$ cat config.mk
export PLATFORM = sky130hd
export DESIGN_NAME = format_string_integer_printer
export DESIGN_NICKNAME = d
export VERILOG_FILES = /design/src/hdl/fsip_pkg.sv /design/src/hdl/fsip_digit_unit.sv /design/src/hdl/format_string_integer_printer.sv
export VERILOG_INCLUDE_DIRS = /design/src /design/src/hdl
export SDC_FILE = /design/constraint.sdc
export NUM_CORES = 2
export LEC_CHECK = 0
export BUFFER_PORTS_ARGS = -buffer_cell sky130_fd_sc_hd__buf_2
export CORE_ASPECT_RATIO = 1.5
export CORE_MARGIN = 10
export CORE_UTILIZATION = 39
export DETAILED_ROUTE_END_ITERATION = 10
export PLACE_DENSITY = 0.51
export SYNTH_ARGS = -nofsm -noshare
export SYNTH_HDL_FRONTEND = slang
export SYNTH_HIERARCHICAL = 1
export SYNTH_SLANG_ARGS = --single-unit
$ cat constraint.sdc
create_clock -name clk_i -period 8.6 [get_ports clk_i]
set_input_delay 0.86 -clock clk_i [delete_from_list [all_inputs] [get_ports clk_i]]
set_output_delay 0.86 -clock clk_i [all_outputs]
set_load 0.01 [all_outputs]
$ cat src/hdl/format_string_integer_printer_assert.svh
// Assertion macros for the integer printf engine.
// Included by the top level; the bodies vanish when SYNTHESIS is defined.
`ifndef FORMAT_STRING_INTEGER_PRINTER_ASSERT_SVH
`define FORMAT_STRING_INTEGER_PRINTER_ASSERT_SVH

`ifndef SYNTHESIS
`define FSIP_ASSERT(lbl, clk, rstn, prop, msg) \
  lbl: assert property (@(posedge clk) disable iff (!rstn) (prop)) else $error(msg);
`define FSIP_ASSERT_NEXT(lbl, clk, rstn, ante, cons, msg) \
  lbl: assert property (@(posedge clk) disable iff (!rstn) (ante) |=> (cons)) else $error(msg);
`else
`define FSIP_ASSERT(lbl, clk, rstn, prop, msg)
`define FSIP_ASSERT_NEXT(lbl, clk, rstn, ante, cons, msg)
`endif

`endif

$ cat src/hdl/fsip_pkg.sv
// Shared types and constants of the integer printf engine.
// Used by the digit unit and the top level; depends on nothing.
package fsip_pkg;

  localparam int unsigned CountW  = 16;
  localparam int unsigned WidthW  = 6;
  localparam int unsigned DigN    = 10;
  localparam int unsigned DigIdxW = 4;

  localparam logic [31:0] Recip10  = 32'hCCCC_CCCD;
  localparam int unsigned DecShift = 35;
  localparam int unsigned QuoW     = 64 - DecShift;

  localparam logic [7:0] ChPct   = 8'h25;
  localparam logic [7:0] ChZero  = 8'h30;
  localparam logic [7:0] ChNine  = 8'h39;
  localparam logic [7:0] ChQuest = 8'h3F;
  localparam logic [7:0] ChMinus = 8'h2D;
  localparam logic [7:0] ChSpace = 8'h20;
  localparam logic [7:0] ChLowA  = 8'h61;
  localparam logic [7:0] ChC     = 8'h63;
  localparam logic [7:0] ChD     = 8'h64;
  localparam logic [7:0] ChU     = 8'h75;
  localparam logic [7:0] ChX     = 8'h78;
  localparam logic [7:0] ChNul   = 8'h00;

  typedef struct packed {
    logic load;
    logic mul;
    logic rem;
    logic hex;
  } unit_ctl_t;

  function automatic logic [7:0] digit_char(input logic [3:0] d);
    logic [7:0] r;
    if (d < 4'd10) begin
      r = ChZero + {4'b0, d};
    end else begin
      r = ChLowA + {4'b0, d} - 8'd10;
    end
    return r;
  endfunction

endpackage

$ cat src/hdl/fsip_digit_unit.sv
// Shared digit unit: peels one decimal or hex digit off a working value.
// Decimal takes a reciprocal multiply step and a remainder step; depends on fsip_pkg.
module fsip_digit_unit (
  input  logic                clk_i,
  input  fsip_pkg::unit_ctl_t ctl_i,
  input  logic [31:0]         value_i,
  output logic [3:0]          digit_o,
  output logic                last_o
);
  import fsip_pkg::*;

  logic [31:0]     val_q, val_d;
  logic [QuoW-1:0] quo_q, quo_d;
  logic [63:0]     prod;
  logic [31:0]     quo_ext;
  logic [31:0]     quo_x10;
  logic [31:0]     rem;

  assign prod    = {32'b0, val_q} * {32'b0, Recip10};
  assign quo_ext = {{(32 - QuoW){1'b0}}, quo_q};
  assign quo_x10 = (quo_ext << 3) + (quo_ext << 1);
  assign rem     = val_q - quo_x10;

  always_comb begin
    val_d   = val_q;
    quo_d   = quo_q;
    digit_o = rem[3:0];
    last_o  = (quo_q == '0);
    if (ctl_i.load) begin
      val_d = value_i;
    end else if (ctl_i.mul) begin
      quo_d = prod[63:DecShift];
    end else if (ctl_i.rem) begin
      val_d = quo_ext;
    end else if (ctl_i.hex) begin
      val_d = val_q >> 4;
    end
    if (ctl_i.hex) begin
      digit_o = val_q[3:0];
      last_o  = (val_q[31:4] == '0);
    end
  end

  always_ff @(posedge clk_i) begin
    val_q <= val_d;
    quo_q <= quo_d;
  end

endmodule

$ cat src/hdl/format_string_integer_printer.sv
// Top level of the integer printf engine: parser, sequencer, output register.
// Depends on fsip_pkg, fsip_digit_unit and format_string_integer_printer_assert.svh.
//
// One format byte is taken per beat and expanded into character beats. A literal
// byte, a flag or width digit, a percent sign or an unknown letter is handled on
// acceptance. A conversion first runs the shared digit unit, a multiply and a remainder
// step per decimal digit or one step per hex digit, sizes the padding in S_PREP, and
// then sends one character per cycle while the output is not stalled, up to MAX_WIDTH
// characters. An end beat sends the terminator, after a question mark when a directive
// is still open. The block takes no new beat while it works.
module format_string_integer_printer #(
  parameter int unsigned MAX_WIDTH = 48
) (
  input  logic        clk_i,
  input  logic        rst_ni,
  input  logic        cfg_we_i,
  input  logic [15:0] cfg_wdata_i,
  input  logic        in_valid_i,
  output logic        in_ready_o,
  input  logic [7:0]  fmt_char_i,
  input  logic [31:0] arg_value_i,
  input  logic        end_of_format_i,
  output logic        out_valid_o,
  input  logic        out_ready_i,
  output logic [7:0]  out_char_o,
  output logic [15:0] position_o,
  output logic        fits_o,
  output logic        is_terminator_o,
  output logic [15:0] total_count_o,
  output logic        last_of_run_o
);
  import fsip_pkg::*;

  localparam logic [WidthW-1:0] MaxW  = WidthW'(MAX_WIDTH);
  localparam logic [9:0]        MaxW10 = 10'(MAX_WIDTH);

  typedef enum logic [10:0] {
    S_IDLE  = 11'b000_0000_0001,
    S_MUL   = 11'b000_0000_0010,
    S_REM   = 11'b000_0000_0100,
    S_HEX   = 11'b000_0000_1000,
    S_PREP  = 11'b000_0001_0000,
    S_SIGN1 = 11'b000_0010_0000,
    S_PAD   = 11'b000_0100_0000,
    S_SIGN2 = 11'b000_1000_0000,
    S_DIGIT = 11'b001_0000_0000,
    S_CHAR  = 11'b010_0000_0000,
    S_TERM  = 11'b100_0000_0000
  } state_e;

  typedef enum logic [2:0] {
    PM_LIT = 3'b001,
    PM_PCT = 3'b010,
    PM_WID = 3'b100
  } mode_e;

  state_e              state_q, state_d, after_pad;
  mode_e               mode_q, mode_d;
  logic                pz_q, pz_d;
  logic [WidthW-1:0]   fw_q, fw_d;
  logic [CountW-1:0]   cnt_q, cnt_d;
  logic [15:0]         bs_q;
  logic                neg_q, neg_d;
  logic                chr_q, chr_d;
  logic [7:0]          char_q, char_d;
  logic [DigIdxW-1:0]  n_q, n_d;
  logic [DigIdxW-1:0]  idx_q, idx_d;
  logic [WidthW-1:0]   pad_q, pad_d;
  logic [3:0]          dig_q [DigN];

  logic                out_valid_q;
  logic [7:0]          out_char_q;
  logic [15:0]         pos_q;
  logic                fits_q, term_q, last_q;
  logic [15:0]         total_q;

  logic                slot_free, in_acc;
  logic                emit, emit_term, emit_last;
  logic [7:0]          emit_char;
  logic [7:0]          o_char_d;
  logic [15:0]         o_pos_d, o_total_d;
  logic                o_fits_d, o_last_d;
  logic [15:0]         bs_m1;
  logic                pz_eff;
  logic [7:0]          pad_char;
  logic [9:0]          fw_ext, fw_next;
  logic [WidthW-1:0]   len;
  logic [31:0]         mag;
  logic                dig_we;
  unit_ctl_t           ctl;
  logic [3:0]          unit_digit;
  logic                unit_last;

  fsip_digit_unit u_digit (
    .clk_i   (clk_i),
    .ctl_i   (ctl),
    .value_i (mag),
    .digit_o (unit_digit),
    .last_o  (unit_last)
  );

  assign slot_free  = !out_valid_q || out_ready_i;
  assign in_ready_o = (state_q == S_IDLE) && slot_free;
  assign in_acc     = in_valid_i && in_ready_o;
  assign bs_m1      = bs_q - 16'd1;
  assign pz_eff     = pz_q && !chr_q;
  assign pad_char   = pz_eff ? ChZero : ChSpace;
  assign fw_ext     = {4'b0, fw_q};
  assign fw_next    = (fw_ext << 3) + (fw_ext << 1) + {6'b0, fmt_char_i[3:0]};
  assign len        = {2'b0, n_q} + {{(WidthW - 1){1'b0}}, neg_q};
  assign mag        = (fmt_char_i == ChD && arg_value_i[31]) ? (~arg_value_i + 32'd1)
                                                             : arg_value_i;
  assign after_pad  = (neg_q && !pz_eff) ? S_SIGN2 : (chr_q ? S_CHAR : S_DIGIT);

  always_comb begin
    state_d   = state_q;
    mode_d    = mode_q;
    pz_d      = pz_q;
    fw_d      = fw_q;
    neg_d     = neg_q;
    chr_d     = chr_q;
    char_d    = char_q;
    n_d       = n_q;
    idx_d     = idx_q;
    pad_d     = pad_q;
    emit      = 1'b0;
    emit_term = 1'b0;
    emit_last = 1'b0;
    emit_char = ChQuest;
    dig_we    = 1'b0;
    ctl       = '0;
    case (state_q)
      S_IDLE: begin
        if (in_acc) begin
          if (end_of_format_i) begin
            if (mode_q != PM_LIT) begin
              emit    = 1'b1;
              state_d = S_TERM;
            end else begin
              emit_term = 1'b1;
            end
            mode_d = PM_LIT;
            pz_d   = 1'b0;
            fw_d   = '0;
          end else if (mode_q == PM_LIT) begin
            if (fmt_char_i == ChPct) begin
              mode_d = PM_PCT;
              pz_d   = 1'b0;
              fw_d   = '0;
            end else begin
              emit      = 1'b1;
              emit_last = 1'b1;
              emit_char = fmt_char_i;
            end
          end else if (mode_q == PM_PCT && fmt_char_i == ChZero) begin
            pz_d   = 1'b1;
            mode_d = PM_WID;
          end else if (fmt_char_i inside {[ChZero:ChNine]}) begin
            fw_d   = (fw_next > MaxW10) ? MaxW : fw_next[WidthW-1:0];
            mode_d = PM_WID;
          end else begin
            mode_d = PM_LIT;
            n_d    = '0;
            neg_d  = 1'b0;
            chr_d  = 1'b0;
            case (fmt_char_i)
              ChPct: begin
                emit      = 1'b1;
                emit_last = 1'b1;
                emit_char = ChPct;
              end
              ChC: begin
                chr_d   = 1'b1;
                n_d     = DigIdxW'(1);
                char_d  = arg_value_i[7:0];
                state_d = S_PREP;
              end
              ChD: begin
                ctl.load = 1'b1;
                neg_d    = arg_value_i[31];
                state_d  = S_MUL;
              end
              ChU: begin
                ctl.load = 1'b1;
                state_d  = S_MUL;
              end
              ChX: begin
                ctl.load = 1'b1;
                state_d  = S_HEX;
              end
              default: begin
                emit      = 1'b1;
                emit_last = 1'b1;
                emit_char = ChQuest;
              end
            endcase
          end
        end
      end
      S_MUL: begin
        ctl.mul = 1'b1;
        state_d = S_REM;
      end
      S_REM: begin
        ctl.rem = 1'b1;
        dig_we  = 1'b1;
        n_d     = n_q + DigIdxW'(1);
        state_d = unit_last ? S_PREP : S_MUL;
      end
      S_HEX: begin
        ctl.hex = 1'b1;
        dig_we  = 1'b1;
        n_d     = n_q + DigIdxW'(1);
        state_d = unit_last ? S_PREP : S_HEX;
      end
      S_PREP: begin
        pad_d = (fw_q > len) ? (fw_q - len) : '0;
        idx_d = n_q - DigIdxW'(1);
        if (neg_q && pz_eff) begin
          state_d = S_SIGN1;
        end else if (pad_d != '0) begin
          state_d = S_PAD;
        end else begin
          state_d = after_pad;
        end
      end
      S_SIGN1: begin
        if (slot_free) begin
          emit      = 1'b1;
          emit_char = ChMinus;
          state_d   = (pad_q != '0) ? S_PAD : S_DIGIT;
        end
      end
      S_PAD: begin
        if (slot_free) begin
          emit      = 1'b1;
          emit_char = pad_char;
          pad_d     = pad_q - WidthW'(1);
          if (pad_q == WidthW'(1)) begin
            state_d = after_pad;
          end
        end
      end
      S_SIGN2: begin
        if (slot_free) begin
          emit      = 1'b1;
          emit_char = ChMinus;
          state_d   = S_DIGIT;
        end
      end
      S_DIGIT: begin
        if (slot_free) begin
          emit      = 1'b1;
          emit_char = digit_char(dig_q[idx_q]);
          if (idx_q == '0) begin
            emit_last = 1'b1;
            state_d   = S_IDLE;
          end else begin
            idx_d = idx_q - DigIdxW'(1);
          end
        end
      end
      S_CHAR: begin
        if (slot_free) begin
          emit      = 1'b1;
          emit_last = 1'b1;
          emit_char = char_q;
          state_d   = S_IDLE;
        end
      end
      S_TERM: begin
        if (slot_free) begin
          emit_term = 1'b1;
          state_d   = S_IDLE;
        end
      end
      default: begin
        state_d = S_IDLE;
      end
    endcase
  end

  always_comb begin
    cnt_d     = cnt_q;
    o_char_d  = emit_char;
    o_pos_d   = cnt_q;
    o_fits_d  = ({1'b0, cnt_q} + 17'd1) < {1'b0, bs_q};
    o_last_d  = emit_last;
    o_total_d = cnt_q;
    if (emit) begin
      if (cnt_q != '1) begin
        cnt_d = cnt_q + CountW'(1);
      end
      o_total_d = cnt_d;
    end
    if (emit_term) begin
      cnt_d     = '0;
      o_char_d  = ChNul;
      o_last_d  = 1'b1;
      o_fits_d  = (bs_q != '0);
      o_total_d = cnt_q;
      if (bs_q == '0) begin
        o_pos_d = '0;
      end else begin
        o_pos_d = (cnt_q < bs_m1) ? cnt_q : bs_m1;
      end
    end
  end

  always_ff @(posedge clk_i or negedge rst_ni) begin
    if (!rst_ni) begin
      state_q     <= S_IDLE;
      mode_q      <= PM_LIT;
      pz_q        <= 1'b0;
      fw_q        <= '0;
      cnt_q       <= '0;
      bs_q        <= 16'd256;
      out_valid_q <= 1'b0;
      n_q         <= '0;
      idx_q       <= '0;
      pad_q       <= '0;
    end else begin
      state_q <= state_d;
      mode_q  <= mode_d;
      pz_q    <= pz_d;
      fw_q    <= fw_d;
      cnt_q   <= cnt_d;
      n_q     <= n_d;
      idx_q   <= idx_d;
      pad_q   <= pad_d;
      if (cfg_we_i) begin
        bs_q <= cfg_wdata_i;
      end
      if (emit || emit_term) begin
        out_valid_q <= 1'b1;
      end else if (out_ready_i) begin
        out_valid_q <= 1'b0;
      end
    end
  end

  always_ff @(posedge clk_i) begin
    neg_q  <= neg_d;
    chr_q  <= chr_d;
    char_q <= char_d;
    if (dig_we) begin
      dig_q[n_q] <= unit_digit;
    end
    if (emit || emit_term) begin
      out_char_q <= o_char_d;
      pos_q      <= o_pos_d;
      fits_q     <= o_fits_d;
      term_q     <= emit_term;
      last_q     <= o_last_d;
      total_q    <= o_total_d;
    end
  end

  assign out_valid_o     = out_valid_q;
  assign out_char_o      = out_char_q;
  assign position_o      = pos_q;
  assign fits_o          = fits_q;
  assign is_terminator_o = term_q;
  assign total_count_o   = total_q;
  assign last_of_run_o   = last_q;

`include "format_string_integer_printer_assert.svh"

  `FSIP_ASSERT(a_term_last, clk_i, rst_ni, !(out_valid_o && is_terminator_o) || last_of_run_o, "terminator beat must close its run")
  `FSIP_ASSERT_NEXT(a_term_clears, clk_i, rst_ni, emit_term, cnt_q == '0, "count not cleared after terminator")
  `FSIP_ASSERT(a_fits_cap, clk_i, rst_ni, !(out_valid_o && fits_o && !is_terminator_o) || (({1'b0, position_o} + 17'd1) < {1'b0, bs_q}), "fits flag set beyond capacity")
  `FSIP_ASSERT(a_busy_no_emit, clk_i, rst_ni, !(emit && !slot_free), "character sent while output register is full")

endmodule

# Word level (Yosys, flattened, before mapping)
# Memories as Yosys holds them, arrays and structs flattened.
# Index checks and enable logic that the tools add are counted.
dict set report word_totals {
  reg_bits 182
  mem_bits_rw 40
  out_inout_bits 45
  word_cells 255
  memories 1
}
dict set report classes {
  add_sub_neg 17
  mul 1
  n_lt_le_gt_ge 7
  n_eq_ne 43
  n_mux 114
  bitwise_logic 6
  reduce_logical 45
}
# name depth word_bits read_ports rd_clocked_by_memory_dff write_ports line_no
set memory_table {}
lappend memory_table {dig_q 10 4 1 0 1 format_string_integer_printer.sv:69} ;# logic [3:0] dig_q [DigN];
# operator n
set ops {}
lappend ops {{$mux 32} 5}
lappend ops {{$mux 11} 13}
lappend ops {{$mux 16} 7}
lappend ops {{$pmux 11 s10} 1}
lappend ops {{$mul 32x32->64 const B} 1}
lappend ops {{$mux 8} 7}
lappend ops {{$mux 6} 8}
lappend ops {{$mux 10} 4}
lappend ops {{$mux 5} 8}
lappend ops {{$pmux 8 s5} 1}
lappend ops {{$mux 1} 39}
lappend ops {{$pmux 11 s3} 1}
lappend ops {{$add 32x1->32 const B} 1}
lappend ops {{$eq 8x7->1 const B} 4}
lappend ops {{$mux 4} 8}
lappend ops {{$not 32->32} 1}
lappend ops {{$logic_not 29->1} 1}
lappend ops {{$logic_not 28->1} 1}
lappend ops {{$ne 2x2->1 const B} 12}
lappend ops {{$add 16x1->17 const B} 1}
lappend ops {{$lt 17x16->1} 1}
lappend ops {{$add 16x1->16 const B} 1}
lappend ops {{$eq 8x6->1 const B} 2}
lappend ops {{$logic_not 16->1} 1}
lappend ops {{other kinds (65)} 104}

# Depth between registers and ports, before layout
dict set report logic_depth {
  depth_word 11
  ltp_mapped 26
  ltp_nobuf 26
}

# Hierarchy
# Netlist, hierarchy kept.
# mod n_inst cells_per_inst area_each_um2 seq_area_each_um2
set modules_own_cells {}
lappend modules_own_cells {fsip_digit_unit 1 2003 20044.2 1831.8}
lappend modules_own_cells {format_string_integer_printer 1 1039 10293.6 4498.1}

# Least setup slack after synthesis
# No wires, ideal clock.
dict set report synth_timing {
  path_kind {reg-to-reg}
  start {register u_digit.val_q[8]}
  end {register u_digit.quo_q[28], data pin}
  setup_time_ns 0.263
  t_arrival_ns 6.563
  required_time_ns 8.337
  slack_ns 1.774
  path_stages_with_launch 25
  n_path_buf 0
  synth_period_minus_slack_ns 6.826
  cell_sequence {edfxtp_1 -> ha_1 -> inv_1 -> fa_1 -> inv_1 -> fa_1 -> inv_1 -> fa_1 -> inv_1 -> fa_1 -> fa_1 -> fa_1 -> inv_1 -> fa_1 -> inv_1 -> ha_1 -> a21o_1 -> a21boi_2 -> nor2b_2 -> a311oi_1 -> a211oi_2 -> a31oi_1 -> a311o_1 -> and2_4 -> xnor2_2}
}
dict set report synth_via {
  elab_chain_cells 1
}
# item line_no
set synth_lines {}
lappend synth_lines {{from (decl)} fsip_digit_unit.sv:12} ;# logic [31:0] val_q, val_d;
lappend synth_lines {{from (signal assigned)} fsip_digit_unit.sv:45} ;# val_q <= val_d;
lappend synth_lines {{$mul 32x32->64} fsip_digit_unit.sv:19} ;# assign prod = {32'b0, val_q} * {32'b0, Recip10};
lappend synth_lines {{via u_digit.prod[63]} fsip_digit_unit.sv:14} ;# logic [63:0] prod;
lappend synth_lines {{to (signal assigned)} fsip_digit_unit.sv:46} ;# quo_q <= quo_d;
lappend synth_lines {{to (decl)} fsip_digit_unit.sv:13} ;# logic [QuoW-1:0] quo_q, quo_d;
# The timed path passes the listed nets, and every way through them passes these cells.
# A chain may end at the register's enable or synchronous reset.

# Worst setup path in the final report
dict set report layout_timing {
  start {register u_digit.val_q[18]}
  end {register u_digit.quo_q[28], data pin}
}
# Same word-level chain as after synthesis.

==> results.cfg <==
[setup_path]
critical_path_class = reg -> reg
ff2ff_setup_slack_ns = 0.46
setup.worst_path.end_class = flop
path_max_fanout = 7
r2r_end = u_digit/quo_q[28]$_DFFE_PP_
cp.required_ns = 8.85
rr_worst_depth = 25
worstPathArrival_ns = 8.39
cp-start-kind = flop
rr_startpoint = u_digit/val_q[18]$_DFFE_PP_

[yosys]
synth_cells = 3042
async_reset_ff_frac = 0.306
synth_edf_count = 154
yosysUniqueCellTypes = 109
yosys-top-cells-area = fa_1 26%, ha_1 18%, edfxtp_1 15%, inv_1 8.8%, dfrtp_1 5.4%
ys_ff_latch = 222
ys_dominant_reg_cell = edfxtp_1
netlist_area_um2 = 30300
yosysWarnings = 6
synth.top_cell.area_share = 0.257
synth_nets = 3920
synth_area_per_cell_um2 = 9.97
ys_seq_area_frac = 0.209
synth.largest_area_cell = fa_1

[final_layout]
diodes = 0
area_delta_synth_final_pct = 8.39
layout_commonest_cell = inv_1
seq_area_um2 = 6330
nFillCells = 7575
fin_nets = 4017
multi_input_area_um2 = 21000
drive_above_1_share = 0.0868
layout_common_cells = 711 x inv_1, 426 x ha_1, 390 x fa_1, 163 x nand2_1, 154 x edfxtp_1
final_core_util = 0.426

[die]
initial_core_util = 0.393
fp.dieH_um = 362
die_w_um = 248
fp.coreArea_um2 = 77300
ios = 107
die-area_um2 = 89600
rows = 125

[global_route]
grt.overflow.total = 0
grt_max_degree = 64
first_global_vias = 24287
grt_usage = 0.221
grt_pass1_wl_um = 149000
antenna_found_initial = 0

[hold_path]
hp-class = in -> async

[pwr]
total_power_mw = 4.27
ir_worst_vdd_mv = 0.133
leakage_nw = 16.0
p_per_area_nw_per_um2 = 130

[drt]
vias_per_cell = 5.19
ant_nets = 0
drc = 0
dr.pass1.iters = 5
wl_per_cell_um = 23.2
routed_wl_um = 96900
vias = 21669
drt_iter0_drc = 990

[clocking]
htree_num_levels = 1
cts_tree = yes
postCtsHoldBufs = 0
post_cts_resized = 0
post_cts.repair.setup_buffers = 0
clockBufferDepth = 3
clkSinkCount = 222
clock_latency_ns = 0.55
path_clk_slew_ns = 0.06
cts_made_buffers = 25
root_buffer = clkbuf_16

[placed_design]
dpl.hpwl_um = 85400
port_buffers = 106
gp_congestion = 1.00

[timing]
finalClockSkew_ns = 0.0216
setup_tns_ns = 0
fin_crit_sh = 0.946
post-route-min-period_ns = 8.14
setup_viol = 0
fmax_mhz = 123
slew_violations = 0
tightest_slew_ns = 1.11
finalHoldViolations = 0
rsz0062_at_grt = no
slew_headroom = 0.255

[outcome]
outcome = finished, final reports clean

[run]
drv_cap = 0
==> layout make-up <==
| cell class | instances | area share |
|---|---|---|
| multi-input combinational | 2035 | 0.638 |
| tap | 1016 | 0.0387 |
| clock buffer | 27 | 0.0193 |
| clock inverter | 17 | 0.00540 |
| inverter | 712 | 0.0813 |
| sequential | 222 | 0.192 |
| timing repair buffer | 143 | 0.0247 |
==> worst max path at each step <==
stage	start	endpoint	slack (ns)	depth (start not counted)
finish	u_digit/val_q[18]$_DFFE_PP_	u_digit/quo_q[28]$_DFFE_PP_	0.46	25
CTS	u_digit/val_q[18]$_DFFE_PP_	u_digit/quo_q[28]$_DFFE_PP_	0.47	25
floorplan	u_digit/val_q[8]$_DFFE_PP_	u_digit/quo_q[28]$_DFFE_PP_	1.77	24
detailed placement	u_digit/val_q[18]$_DFFE_PP_	u_digit/quo_q[28]$_DFFE_PP_	0.49	26
global route	u_digit/val_q[14]$_DFFE_PP_	u_digit/quo_q[28]$_DFFE_PP_	0.19	26
global placement	u_digit/val_q[18]$_DFFE_PP_	u_digit/quo_q[28]$_DFFE_PP_	0.49	25
==> flip-flops by register name (all words and copies together), names as in the netlist, 3 cells and up <==
name           cells
dig_q             40
u_digit/val_q     32
u_digit/quo_q     29
bs_q              16
cnt_q             16
position_o        16
total_count_o     16
state_q           11
char_q             8
out_char_o         8
fw_q               6
pad_q              6
idx_q              4
n_q                4
mode_q             3
==> kinds of logic (layout without fill, tap and decap cells) <==
| logic type | count (synthesis) | in the layout | share of synthesized area |
|---|---|---|---|
| AO/OA/AOI/OAI | 434 | 434 | 0.0941 |
| AND/OR/NAND/NOR | 577 | 577 | 0.0980 |
| buffers and inverters | 785 | 899 | 0.100 |
| XOR/XNOR | 161 | 161 | 0.0467 |
| multiplexers | 47 | 47 | 0.0192 |
| flip-flops | 222 | 222 | 0.209 |
| adder cells (fa/ha/maj) | 816 | 816 | 0.433 |
==> power by group <==
part,leakage [nW],internal [mW],switching [mW]
Clock,0.400,0.626,0.454
Combinational,13.3,0.634,1.03
Sequential,2.29,1.35,0.169
==> synth_stat cells, drive strengths merged, types with 6 or more instances <==
library cell / instances
dfrtp: 65
nor3b: 9
mux4: 8
xnor2: 84
xor2: 77
and3: 26
o211ai: 7
a21boi: 6
inv: 711
mux2i: 33
edfxtp: 154
nor3: 48
nor2: 120
nand3: 47
fa: 390
o21ai: 132
nor2b: 13
ha: 426
nand2: 170
mux2: 6
nand4: 29
a21oi: 125
or2: 6
a31oi: 12
o31ai: 13
a211oi: 8
and2: 28
a22o: 7
nand2b: 21
clkbuf: 52
a21o: 46
o21bai: 11
buf: 20
o21a: 10
or3: 9
nor4: 24
==> per-layer routing <==
layer / routed length, um / share of wire / vias up / track usage
met2: 52700 / 0.54 / 491 / 0.420
met5: 0 / 0 / - / 0
li1: - / - / 10120 / -
met4: 7730 / 0.080 / 0 / 0.148
met1: 33600 / 0.35 / 10863 / 0.223
met3: 2820 / 0.029 / 195 / 0.0186
==> worst max-delay path, cell delays in order, from the launching register on <==
cell	delay (ns)
edfxtp_1	0.70
ha_1	0.64
inv_1	0.22
fa_1	0.54
inv_1	0.05
fa_1	0.51
inv_1	0.06
fa_1	0.54
inv_1	0.07
fa_1	0.48
fa_1	0.55
fa_1	0.51
inv_1	0.06
fa_1	0.53
inv_1	0.05
ha_1	0.34
a21oi_2	0.16
o211ai_1	0.14
a21oi_1	0.17
a311oi_1	0.06
buf_4	0.21
a211oi_2	0.42
a31oi_1	0.24
a311o_1	0.31
and2_4	0.14
xnor2_2	0.11
==> through the flow <==
stage	hold WS (ns)	area [um2]	instances	setup slack [ns]
floorplan	0.462	30300	3042	1.77
global placement	0.482	32100	4128	0.486
detailed placement	0.480	32100	4128	0.487
CTS	0.128	32900	4172	0.470
global route	0.139	32900	4172	0.191
finish	0.160	32900	4172	0.463
No activity file was read; power rests on OpenSTA's default activity.
